--- config.mk ---
export PLATFORM = sky130hd
export DESIGN_NAME = key_press_classifier
export DESIGN_NICKNAME = d
export VERILOG_FILES = /design/src/sv/kpc_pkg.sv /design/src/sv/kpc_ram.sv /design/src/sv/key_press_classifier.sv
export SDC_FILE = /design/constraint.sdc
export NUM_CORES = 1
export LEC_CHECK = 0
export BUFFER_PORTS_ARGS = -buffer_cell sky130_fd_sc_hd__buf_2
export CORE_ASPECT_RATIO = 2
export CORE_MARGIN = 5
export CORE_UTILIZATION = 55
export DETAILED_ROUTE_END_ITERATION = 10
export PLACE_DENSITY = 0.8
export SYNTH_ARGS = -nofsm -noshare
export SYNTH_HDL_FRONTEND = slang
export SYNTH_SLANG_ARGS = --single-unit
--- constraint.sdc ---
create_clock -name clk -period 4.5 [get_ports clk]
set_clock_uncertainty 0.1 [all_clocks]
set_input_delay 0.225 -clock clk [delete_from_list [all_inputs] [get_ports clk]]
set_output_delay 0.225 -clock clk [all_outputs]
set_load 0.01 [all_outputs]
--- src/sv/kpc_pkg.sv ---
// ----------------------------------------------------------------------------
// kpc_pkg
// Shared constants and the per-key record type of the key press classifier.
// ----------------------------------------------------------------------------
package kpc_pkg;

  // number of key records held in the record memory
  localparam int NUM_KEYS = 8;
  localparam int ADDR_W   = (NUM_KEYS > 1) ? $clog2(NUM_KEYS) : 1;

  // field widths fixed by the sample and result formats
  localparam int KEY_W    = 3;
  localparam int STATUS_W = 16;
  localparam int COUNT_W  = 16;
  localparam int CFG_W    = 4;

  // status codes
  localparam logic [STATUS_W-1:0] STATUS_RELEASED = STATUS_W'(0);
  localparam logic [STATUS_W-1:0] STATUS_PRESSED  = STATUS_W'(1);
  localparam logic [STATUS_W-1:0] STATUS_HELD     = STATUS_W'(2);

  // active key count after reset
  localparam logic [CFG_W-1:0] ACTIVE_KEYS_RESET = CFG_W'(8);

  // one key record as stored in memory
  typedef struct packed {
    logic                is_pressed;
    logic                is_long;
    logic [STATUS_W-1:0] shown;
    logic [COUNT_W-1:0]  single_cnt;
    logic [COUNT_W-1:0]  long_cnt;
  } rec_t;

  localparam int REC_W = $bits(rec_t);

endpackage

--- src/sv/kpc_ram.sv ---
// ----------------------------------------------------------------------------
// kpc_ram
// Generic single-clock RAM, one write port and one read port, registered read.
// ----------------------------------------------------------------------------
module kpc_ram #(
  parameter int WIDTH = 8,
  parameter int DEPTH = 8
) (
  input  logic                                   clk,
  input  logic                                   we,
  input  logic [((DEPTH > 1) ? $clog2(DEPTH) : 1)-1:0] waddr,
  input  logic [WIDTH-1:0]                       wdata,
  input  logic [((DEPTH > 1) ? $clog2(DEPTH) : 1)-1:0] raddr,
  output logic [WIDTH-1:0]                       rdata
);

  logic [WIDTH-1:0] mem [DEPTH];

  // write port and registered read port
  always_ff @(posedge clk) begin
    if (we) begin
      mem[waddr] <= wdata;
    end
    rdata <= mem[raddr];
  end

endmodule

--- src/sv/key_press_classifier.sv ---
// The sample beat captures the sample and starts the record memory read;
// the lookup state then classifies the record and registers the result.
// A new sample is taken only after its lookup is done, since the record
// memory's read is followed by the write back of the updated record.
// The input side takes a new sample while a result still waits at the output.
// Reset (rst, synchronous) clears every key record at once through per-key
// valid bits and sets the active key count to 8.
// ----------------------------------------------------------------------------
// key_press_classifier
// Per-key press classifier: reads a key record, classifies single and long
// presses from the polled status, writes the record back and reports it.
// ----------------------------------------------------------------------------
module key_press_classifier (
  input  logic                          clk,
  input  logic                          rst,
  // configuration write channel
  input  logic                          cfg_valid,
  output logic                          cfg_ready,
  input  logic [kpc_pkg::CFG_W-1:0]     cfg_data,
  // sample channel
  input  logic                          in_valid,
  output logic                          in_ready,
  input  logic [kpc_pkg::KEY_W-1:0]     key_index,
  input  logic                          new_press,
  input  logic [kpc_pkg::STATUS_W-1:0]  raw_status,
  // result channel
  output logic                          out_valid,
  input  logic                          out_ready,
  output logic                          accepted,
  output logic [kpc_pkg::STATUS_W-1:0]  shown_status,
  output logic [kpc_pkg::COUNT_W-1:0]   single_count,
  output logic [kpc_pkg::COUNT_W-1:0]   long_count
);

  typedef enum logic {
    S_IDLE,
    S_LOOK
  } state_t;

  state_t                         state;
  logic [kpc_pkg::CFG_W-1:0]      active_keys;
  logic [kpc_pkg::KEY_W-1:0]      key_q;
  logic                           press_q;
  logic [kpc_pkg::STATUS_W-1:0]   status_q;
  logic [kpc_pkg::NUM_KEYS-1:0]   rec_valid;

  logic [kpc_pkg::ADDR_W-1:0]     raddr;
  logic [kpc_pkg::ADDR_W-1:0]     addr_q;
  logic [kpc_pkg::REC_W-1:0]      rdata;
  kpc_pkg::rec_t                  rec_rd;
  kpc_pkg::rec_t                  rec_wr;
  logic                           ram_we;
  logic                           in_range;
  logic                           out_free;
  logic                           finish;

  // configuration register is writable outside reset
  assign cfg_ready = !rst;

  always_ff @(posedge clk) begin
    if (rst) begin
      active_keys <= kpc_pkg::ACTIVE_KEYS_RESET;
    end else if (cfg_valid && cfg_ready) begin
      active_keys <= cfg_data;
    end
  end

  // record memory
  assign addr_q = kpc_pkg::ADDR_W'(key_q);
  assign raddr  = (in_valid && in_ready) ? kpc_pkg::ADDR_W'(key_index) : addr_q;

  kpc_ram #(
    .WIDTH (kpc_pkg::REC_W),
    .DEPTH (kpc_pkg::NUM_KEYS)
  ) u_rec_ram (
    .clk   (clk),
    .we    (ram_we),
    .waddr (addr_q),
    .wdata (rec_wr),
    .raddr (raddr),
    .rdata (rdata)
  );

  // a record never written since reset reads as all zero
  assign rec_rd = rec_valid[addr_q] ? kpc_pkg::rec_t'(rdata) : '0;

  assign in_range = ({1'b0, key_q} < active_keys) && (32'(key_q) < kpc_pkg::NUM_KEYS);
  assign out_free = !out_valid || out_ready;
  assign finish   = (state == S_LOOK) && out_free;
  assign ram_we   = finish && in_range;
  assign in_ready = (state == S_IDLE) && !rst;

  // press classification
  always_comb begin
    logic                         p;
    logic                         l;
    logic                         np;
    logic [kpc_pkg::STATUS_W-1:0] st;
    logic [kpc_pkg::COUNT_W-1:0]  sc;
    logic [kpc_pkg::COUNT_W-1:0]  lc;
    p  = rec_rd.is_pressed;
    l  = rec_rd.is_long;
    sc = rec_rd.single_cnt;
    lc = rec_rd.long_cnt;
    // released and pressed again between polls
    if (press_q && p && !l) begin
      sc = sc + kpc_pkg::COUNT_W'(1);
    end
    // a press begun after the status code was read still counts as new
    np = press_q || ((status_q != kpc_pkg::STATUS_RELEASED) && !p);
    if (np) begin
      p = 1'b1;
      l = 1'b0;
    end
    st = status_q;
    if ((status_q == kpc_pkg::STATUS_HELD) && !l) begin
      l  = 1'b1;
      lc = lc + kpc_pkg::COUNT_W'(1);
    end
    if (p && (status_q == kpc_pkg::STATUS_RELEASED)) begin
      if (!l) begin
        sc = sc + kpc_pkg::COUNT_W'(1);
      end
      p = 1'b0;
      if (np) begin
        st = kpc_pkg::STATUS_PRESSED;
      end
    end
    rec_wr.is_pressed = p;
    rec_wr.is_long    = l;
    rec_wr.shown      = st;
    rec_wr.single_cnt = sc;
    rec_wr.long_cnt   = lc;
  end

  // valid bits of the records
  always_ff @(posedge clk) begin
    if (rst) begin
      rec_valid <= '0;
    end else if (ram_we) begin
      rec_valid[addr_q] <= 1'b1;
    end
  end

  // control state, captured sample and result register
  always_ff @(posedge clk) begin
    if (rst) begin
      state     <= S_IDLE;
      out_valid <= 1'b0;
    end else begin
      case (state)
        S_IDLE: begin
          if (in_valid) begin
            state <= S_LOOK;
          end
        end
        S_LOOK: begin
          if (out_free) begin
            state <= S_IDLE;
          end
        end
        default: begin
          state <= S_IDLE;
        end
      endcase
      if (finish) begin
        out_valid <= 1'b1;
      end else if (out_ready) begin
        out_valid <= 1'b0;
      end
    end
    // sample capture
    if (in_valid && in_ready) begin
      key_q    <= key_index;
      press_q  <= new_press;
      status_q <= raw_status;
    end
    // result beat
    if (finish) begin
      accepted     <= in_range;
      shown_status <= in_range ? rec_wr.shown : '0;
      single_count <= in_range ? rec_wr.single_cnt : '0;
      long_count   <= in_range ? rec_wr.long_cnt : '0;
    end
  end

`ifndef NO_ASSERTIONS
  // an accepted sample is looked up in the next cycle
  a_accept_look: assert property (@(posedge clk) disable iff (rst)
    (in_valid && in_ready) |=> (state == S_LOOK))
    else $error("sample beat not followed by record lookup");

  // the record memory is written only while finishing a lookup
  a_write_look: assert property (@(posedge clk) disable iff (rst)
    ram_we |-> ((state == S_LOOK) && out_free))
    else $error("record write outside lookup");

  // a finished lookup always produces a result beat
  a_finish_out: assert property (@(posedge clk) disable iff (rst)
    finish |=> out_valid)
    else $error("lookup finished without result");

  // a rejected sample reports zero fields
  a_reject_zero: assert property (@(posedge clk) disable iff (rst)
    (out_valid && !accepted) |->
      ((shown_status == '0) && (single_count == '0) && (long_count == '0)))
    else $error("rejected sample with nonzero fields");
`endif

endmodule

==> out/metrics.cfg, run 1 <==
[timing]
finalCritPeriodShare_pct = 94.7
fmax_mhz = 235
tightest_slew_ps = 1230
final_max_slew_viol_count = 0
max_slew_margin_pct = 17.7
hold_violations = 0
setup_slack_ps = 237
hold_ws_ps = 49.3
fin_tns_setup_ps = 0
fin_crit_ps = 4260
setup_violations = 0

[route]
drtIter0Drc = 906
vias = 10700
drc = 0
wl_um = 39300
vias_per_cell = 5.93
dr.pass1.iters = 5
ant_nets = 0
routedWlPerCell_um = 21.8

[synthesis]
synth-seq-area-share_pct = 71.0
synth_top_area_cell = edfxtp_1
synthTopCellsByCount = nand2_1, edfxtp_1, nand3_1
synthArstFlopShare_pct = 0
synth_cell_types = 52
synth-seq-cells = 389
synth_nets = 1358
ys.flop_type = edfxtp_1
ys_warn_count = 0
synth_area_per_cell_um2 = 11.9
synthesis.area_um2 = 15700
synth_top_area_share_pct = 64.5
netlist_instances = 1324
synth_edf_count = 338
synth.most_common_cell = nand2_1
ys_top_cells_by_area = edfxtp_1, nand2_1, dfxtp_1

[run_status]
status = complete, no violations

[grt]
grt_max_degree = 137
antenna_found_initial = 1
grt-ovfl-total = 0
grt_pass1_vias = 11000
grt_pass1_wl_um = 59700
track_usage_pct = 24.2

[die]
core_area_um2 = 28200
die_w_um = 130
die_h_um = 249
dieArea_um2 = 32300
ios = 81
rows = 87
start_util_pct = 55.8

[cts]
ctsRootBufferMaster = clkbuf_16
post_cts_buffers = 0
htree_num_levels = 1
clkSlewWorstSetupHoldPaths_ps = 70
cts.sinks = 389
clkLatencyLatePin_ps = 570
numCtsBuffers = 31
cts.path.max_buffers = 3
cts_tree = done

[layout]
finalNetCount = 1462
n_antenna_cell = 0
area_growth_pct = 14.5
drive_above_1_share_pct = 12.5
nFillCells = 2011

[worst_setup_path]
worstRegToRegCells = 14
r2r_slack_ps = 240
crit_path_max_fanout = 11
critPathCaptureType = flip-flop
rr_startpoint = addr_q[2]$_DFF_P_
crit_required_ps = 4760
critPathKind = reg2reg
rr_endpoint = u_rec_ram.mem[5][30]$_DFFE_PP_
critical_path_arrival_ps = 4530
critPathLaunchType = flip-flop

[hold_path]
holdPathStages = 3
min_from = key_index[2]
whs_endpoint = addr_q[2]$_DFF_P_
min_path_type = in2reg

[placement]
place.gp.congestion = 0.952
hpwl_um = 23100
pre_cts_ws_ps = 212
numPortBuffers = 80

[pwr]
p_leak_nw = 6.65
p_per_area_nw_per_um2 = 456
ir_drop_uv = 277

[run]
maxCapViolations = 0

-- routing by layer --
metal	global-route usage, %	up-vias	part of all wire [%]	wire length (µm)
met1	26.6	5237	34	13300
met4	14.1	2	6.3	2460
met5	0	-	0.018	7
met3	2.92	141	6.2	2440
li1	-	4885	-	-
met2	43.8	455	54	21100
-- through the flow --
stage          util (%)  instances  power (mW)  area (µm²)
5_1_grt            63.9       1807        8.52       18000
2_1_floorplan         -       1324        5.07       15700
6_report           63.9       1807        8.21       18000
3_5_place_dp       59.0       1717        5.47       16600
4_1_cts            63.8       1807        8.22       18000
3_3_place_gp       59.0       1717        5.43       16600
-- cell type report --
| class | count | area, µm² | area share [%] |
|---|---|---|---|
| clock inverter | 14 | 196 | 1.09 |
| clock buffer | 42 | 817 | 4.54 |
| sequential | 389 | 11200 | 62.0 |
| timing repair buffer | 144 | 991 | 5.50 |
| tap | 356 | 445 | 2.47 |
| multi-input combinational | 845 | 4320 | 24.0 |
| inverter | 17 | 66.3 | 0.368 |
-- power breakdown --
group	internal [mW]	switching [mW]
combinational	0.373	0.784
clock	1.56	1.20
sequential	4.10	0.184
total	6.03	2.17
-- what timing repair did --
action | CTS | global route
hold endpoints to repair | 26 | 0
endpoints found under the setup margin | 0 | 34
gates resized for setup | 0 | 3
hold buffers | 34 | 0
-- registers in the layout, summed over array words and instances (netlist names), 3 cells and up --
register / flops
shown_status: 16
u_rec_ram.mem: 272
u_rec_ram.rdata: 34
rec_valid: 8
addr_q: 3
status_q: 16
single_count: 16
long_count: 16
active_keys: 4
-- cell families (layout without fill, tap and decap cells) --
kind of cell | count (synthesis) | in the layout | share of synthesized area (%)
XOR/XNOR | 34 | 34 | 1.89
flip-flops | 389 | 389 | 71.0
adder cells (fa/ha/maj) | 6 | 6 | 0.461
buffers and inverters | 90 | 217 | 2.26
AO/OA/AOI/OAI | 92 | 92 | 3.57
multiplexers | 10 | 10 | 0.636
AND/OR/NAND/NOR | 703 | 703 | 20.2
-- worst max-delay path by stage --
stage	endpoint	startpoint
after floorplan	u_rec_ram.mem[5][0]$_DFFE_PP_	active_keys[1]$_SDFFE_PP0P_
after global placement	u_rec_ram.mem[4][30]$_DFFE_PP_	addr_q[2]$_DFF_P_
after detailed placement	u_rec_ram.mem[7][30]$_DFFE_PP_	addr_q[2]$_DFF_P_
after CTS	u_rec_ram.mem[7][30]$_DFFE_PP_	addr_q[2]$_DFF_P_
after global routing	u_rec_ram.mem[7][30]$_DFFE_PP_	addr_q[2]$_DFF_P_
final	u_rec_ram.mem[5][30]$_DFFE_PP_	addr_q[2]$_DFF_P_
-- cell usage in the layout, fill, tap and decap left out, types with 5 or more instances in the layout --
cell	synthesis	final
xnor2_1	20	20
and3_1	9	8
nor2b_1	18	18
bufinv_16	0	5
dlygate4sd3_1	0	34
a21oi_1	15	12
clkbuf_1	57	11
o21a_1	8	8
nor3_1	11	7
nor4_1	11	10
buf_4	1	28
nand2b_1	6	6
inv_1	16	14
nor2_1	77	73
or3_1	7	7
o31a_1	5	5
xor2_1	14	12
mux2i_1	10	9
nand3_1	186	186
and2_1	14	14
nand4_1	7	7
dfxtp_1	51	51
edfxtp_1	338	338
ha_1	5	5
clkbuf_16	0	31
nand2_1	340	340
o21ai_0	42	42
clkinv_2	0	8
buf_2	5	80
-- critical path, stage by stage (launching register included) --
cell and delay, ps:
dfxtp_1 580, inv_1 180, o32ai_1 420, buf_4 190, nor3_2 40, nor2_1 100, ha_1 270, nand3_1 200
buf_4 220, nor4_1 320, xnor2_1 140, or2_2 340, nor3_1 350, and3_1 280, xor2_2 320
Power figures use the tool's default switching activity.
==> inputs of run 2 (changes only) <==
==> constraint.sdc (replaced) <==
create_clock -name clk -period 4.5 [get_ports clk]
set_clock_uncertainty 0.1 [all_clocks]
set_input_delay 0.45 -clock clk [delete_from_list [all_inputs] [get_ports clk]]
set_output_delay 0.45 -clock clk [all_outputs]
set_load 0.01 [all_outputs]
==> run 2 against run 1 <==
Non-clock buffer count is 18 lower; utilization shrank 0.36 points; flip-flop and latch count stayed put; sequential power barely moved; routed wire length decreased by 4.3%; critical path depth unchanged; clock power up 4%; sequential share of layout area rose by 0.35 points; highest routed layer is now met4.
==> out/metrics.cfg, run 2 (synthesized netlist as in run 1, its figures left out) <==
[pwr]
p_leak_nw = 6.60  ; was 6.65 nW
power_switching_mw = 2.20  ; was 2.17 mW
ir_drop_uv = 334  ; was 277 µV
combinationalPowerShare_pct = 13.7  ; was 14.1%
p_per_area_nw_per_um2 = 462  ; was 456 nW/µm²
power_mw = 8.27  ; was 8.21 mW
p_seq_share_pct = 51.7  ; was 52.2%
pwr-share-clk_pct = 34.6  ; was 33.7%
switching_share_pct = 26.7  ; was 26.5%
internal_power_mw = 6.06  ; was 6.03 mW

[timing]
setup_violations = 0  ; unchanged
fmax_mhz = 241  ; was 235 MHz
tightest_slew_ps = 1140  ; was 1230 ps
finalCritPeriodShare_pct = 92.3  ; was 94.7%
setup_slack_ps = 346  ; was 237 ps
hold_violations = 0  ; unchanged
hold_ws_ps = 30.1  ; was 49.3 ps
max_slew_margin_pct = 23.6  ; was 17.7%
rsz0062_at_grt = false
fin_crit_ps = 4150  ; was 4260 ps
final_max_slew_viol_count = 0  ; unchanged
fin_tns_setup_ps = 0  ; unchanged

[layout]
n_antenna_cell = 0  ; unchanged
area_growth_pct = 13.8  ; was 14.5%
final_util_pct = 63.5  ; was 63.9%
reg_top3 = u_rec_ram.mem: 272 flops, u_rec_ram.rdata: 34 flops  ; unchanged
drive_above_1_share_pct = 12.9  ; was 12.5%
design_area_um2 = 17900  ; was 18000 µm²
layout_commonest_cell = nand2_1  ; unchanged
largest_reg_flops = 272  ; unchanged
post_layout_nonfiller_instances = 1790  ; was 1807
regMostFlops = u_rec_ram.mem  ; unchanged
final_cell_mix = nand2_1, edfxtp_1, nand3_1, buf_2, nor2_1  ; unchanged
finalNetCount = 1444  ; was 1462

[worst_setup_path]
crit_start = addr_q[2]$_DFF_P_  ; unchanged
critPathLaunchType = flip-flop  ; unchanged
crit_chain = inv_1 > o32ai_1 > buf_4 > nor3_2 > nor2_1 > ha_1 > nand3_1 > buf_4 > nor4_1 > xnor2_1 > or2_2 > nor3_1 > and3_1 > xor2_2  ; unchanged
cp_common_cell = buf_4  ; unchanged
worstRegToRegCells = 14  ; unchanged
r2r_slack_ps = 350  ; was 240 ps
crit_path_max_fanout = 11  ; unchanged
max_stage_delay_ps = 570  ; was 580 ps
critPathCaptureType = flip-flop  ; unchanged
endpoint = u_rec_ram.mem[1][30]$_DFFE_PP_  ; was u_rec_ram.mem[5][30]$_DFFE_PP_
rr_endpoint = u_rec_ram.mem[1][30]$_DFFE_PP_  ; was u_rec_ram.mem[5][30]$_DFFE_PP_
crit_required_ps = 4750  ; was 4760 ps
critical_path_arrival_ps = 4400  ; was 4530 ps
rr_startpoint = addr_q[2]$_DFF_P_  ; unchanged
critPathKind = reg2reg  ; unchanged
slowest_stage = dfxtp_1  ; unchanged

[cts]
clkSlewWorstSetupHoldPaths_ps = 70  ; about the same
cts.path.max_buffers = 3  ; unchanged
cts.sinks = 389  ; unchanged
cts_tree = done  ; unchanged
htree_num_levels = 1  ; unchanged
clkLatencyLatePin_ps = 580  ; was 570 ps
numCtsBuffers = 31  ; unchanged
ctsRootBufferMaster = clkbuf_16  ; unchanged

[placement]
hpwl_um = 21800  ; was 23100 µm
numPortBuffers = 80  ; unchanged
place.gp.congestion = 0.912  ; was 0.952
dpl_cell_area_um2 = 16600  ; about the same
pre_cts_ws_ps = 301  ; was 212 ps
dp_cells = 1713  ; was 1717

[grt]
antenna_found_initial = 0  ; was 1
grt_pass1_vias = 10500  ; was 11000
track_usage_pct = 23.1  ; was 24.2%
grt-ovfl-total = 0  ; unchanged
grt_pass1_wl_um = 57000  ; was 59700 µm
grt_max_degree = 137  ; unchanged

[die]
ios = 81  ; unchanged
die_h_um = 249  ; unchanged
die_w_um = 130  ; unchanged
dieArea_um2 = 32300  ; unchanged
start_util_pct = 55.8  ; unchanged
core_area_um2 = 28200  ; unchanged
rows = 87  ; unchanged

[run]
maxCapViolations = 0  ; unchanged

[run_status]
status = complete, no violations  ; unchanged

[route]
vias_per_cell = 5.86  ; was 5.93
dr.pass1.iters = 7  ; was 5
ant_nets = 0  ; unchanged
drc = 0  ; unchanged
routedWlPerCell_um = 21.0  ; was 21.8 µm
vias = 10500  ; was 10700
wl_um = 37600  ; was 39300 µm
drtIter0Drc = 899  ; was 906

[hold_path]
min_path_type = in2reg  ; unchanged

[run 2: routing by layer]
layer  part of all wire [%]  track usage [%]  vias to the layer above
met4                    4.8             10.8                        0
met3                    6.2             2.25                       98
met1                     35             26.6                     5091
met2                     54             42.1                      454
li1                       -                -                     4844
met5                      0                0                        -
[run 2: area by class of cell]
class / instances / area (µm²)
inverter: 17 / 66.3
multi-input combinational: 845 / 4310
tap: 356 / 445
sequential: 389 / 11200
fill: 1980 / 10300
clock inverter: 20 / 258
timing repair buffer: 126 / 833
clock buffer: 37 / 818
[run 2: worst min-delay path by stage]
| stage | from | end | slack [ps] | cells past startpoint |
|---|---|---|---|---|
| 2_1_floorplan | rec_valid[0]$_SDFFE_PP0P_ | rec_valid[0]$_SDFFE_PP0P_ | 330 | 1 |
| 3_3_place_gp | rec_valid[7]$_SDFFE_PP0P_ | rec_valid[7]$_SDFFE_PP0P_ | 340 | 1 |
| 3_5_place_dp | rec_valid[5]$_SDFFE_PP0P_ | rec_valid[5]$_SDFFE_PP0P_ | 350 | 1 |
| 4_1_cts | cfg_data[1] | active_keys[1]$_SDFFE_PP0P_ | 20 | 3 |
| 5_1_grt | in_valid | state$_SDFF_PP0_ | 50 | 3 |
| 6_report | cfg_data[1] | active_keys[1]$_SDFFE_PP0P_ | 30 | 3 |
[run 2: worst max-delay path, delay by kind of cell, from the launching register on]
family | cells | cell delay [ps]
DFF | 1 | 570
AOI/OAI and AO/OA | 1 | 470
and+or+nand+nor | 7 | 1490
buffers and inverters | 3 | 560
adders and majority gates | 1 | 260
xor gates and xnor gates | 2 | 490
[run 2: what timing repair did]
item / in CTS / in global routing
setup endpoints to repair: 0 / 9
buffers inserted: 0 / 0
resized for setup: 0 / 2
hold buffers: 20 / 0
endpoints found under the hold margin: 20 / 0
[run 2: power groups by stage]
stage | combinational, mW | sequential (mW) | clock, mW
global route | 1.25 | 4.29 | 3.04
floorplan | 0.793 | 4.27 | 0
detailed placement | 1.11 | 4.35 | 0
finish | 1.13 | 4.28 | 2.86
CTS | 1.13 | 4.27 | 2.88
global placement | 1.08 | 4.35 | 0
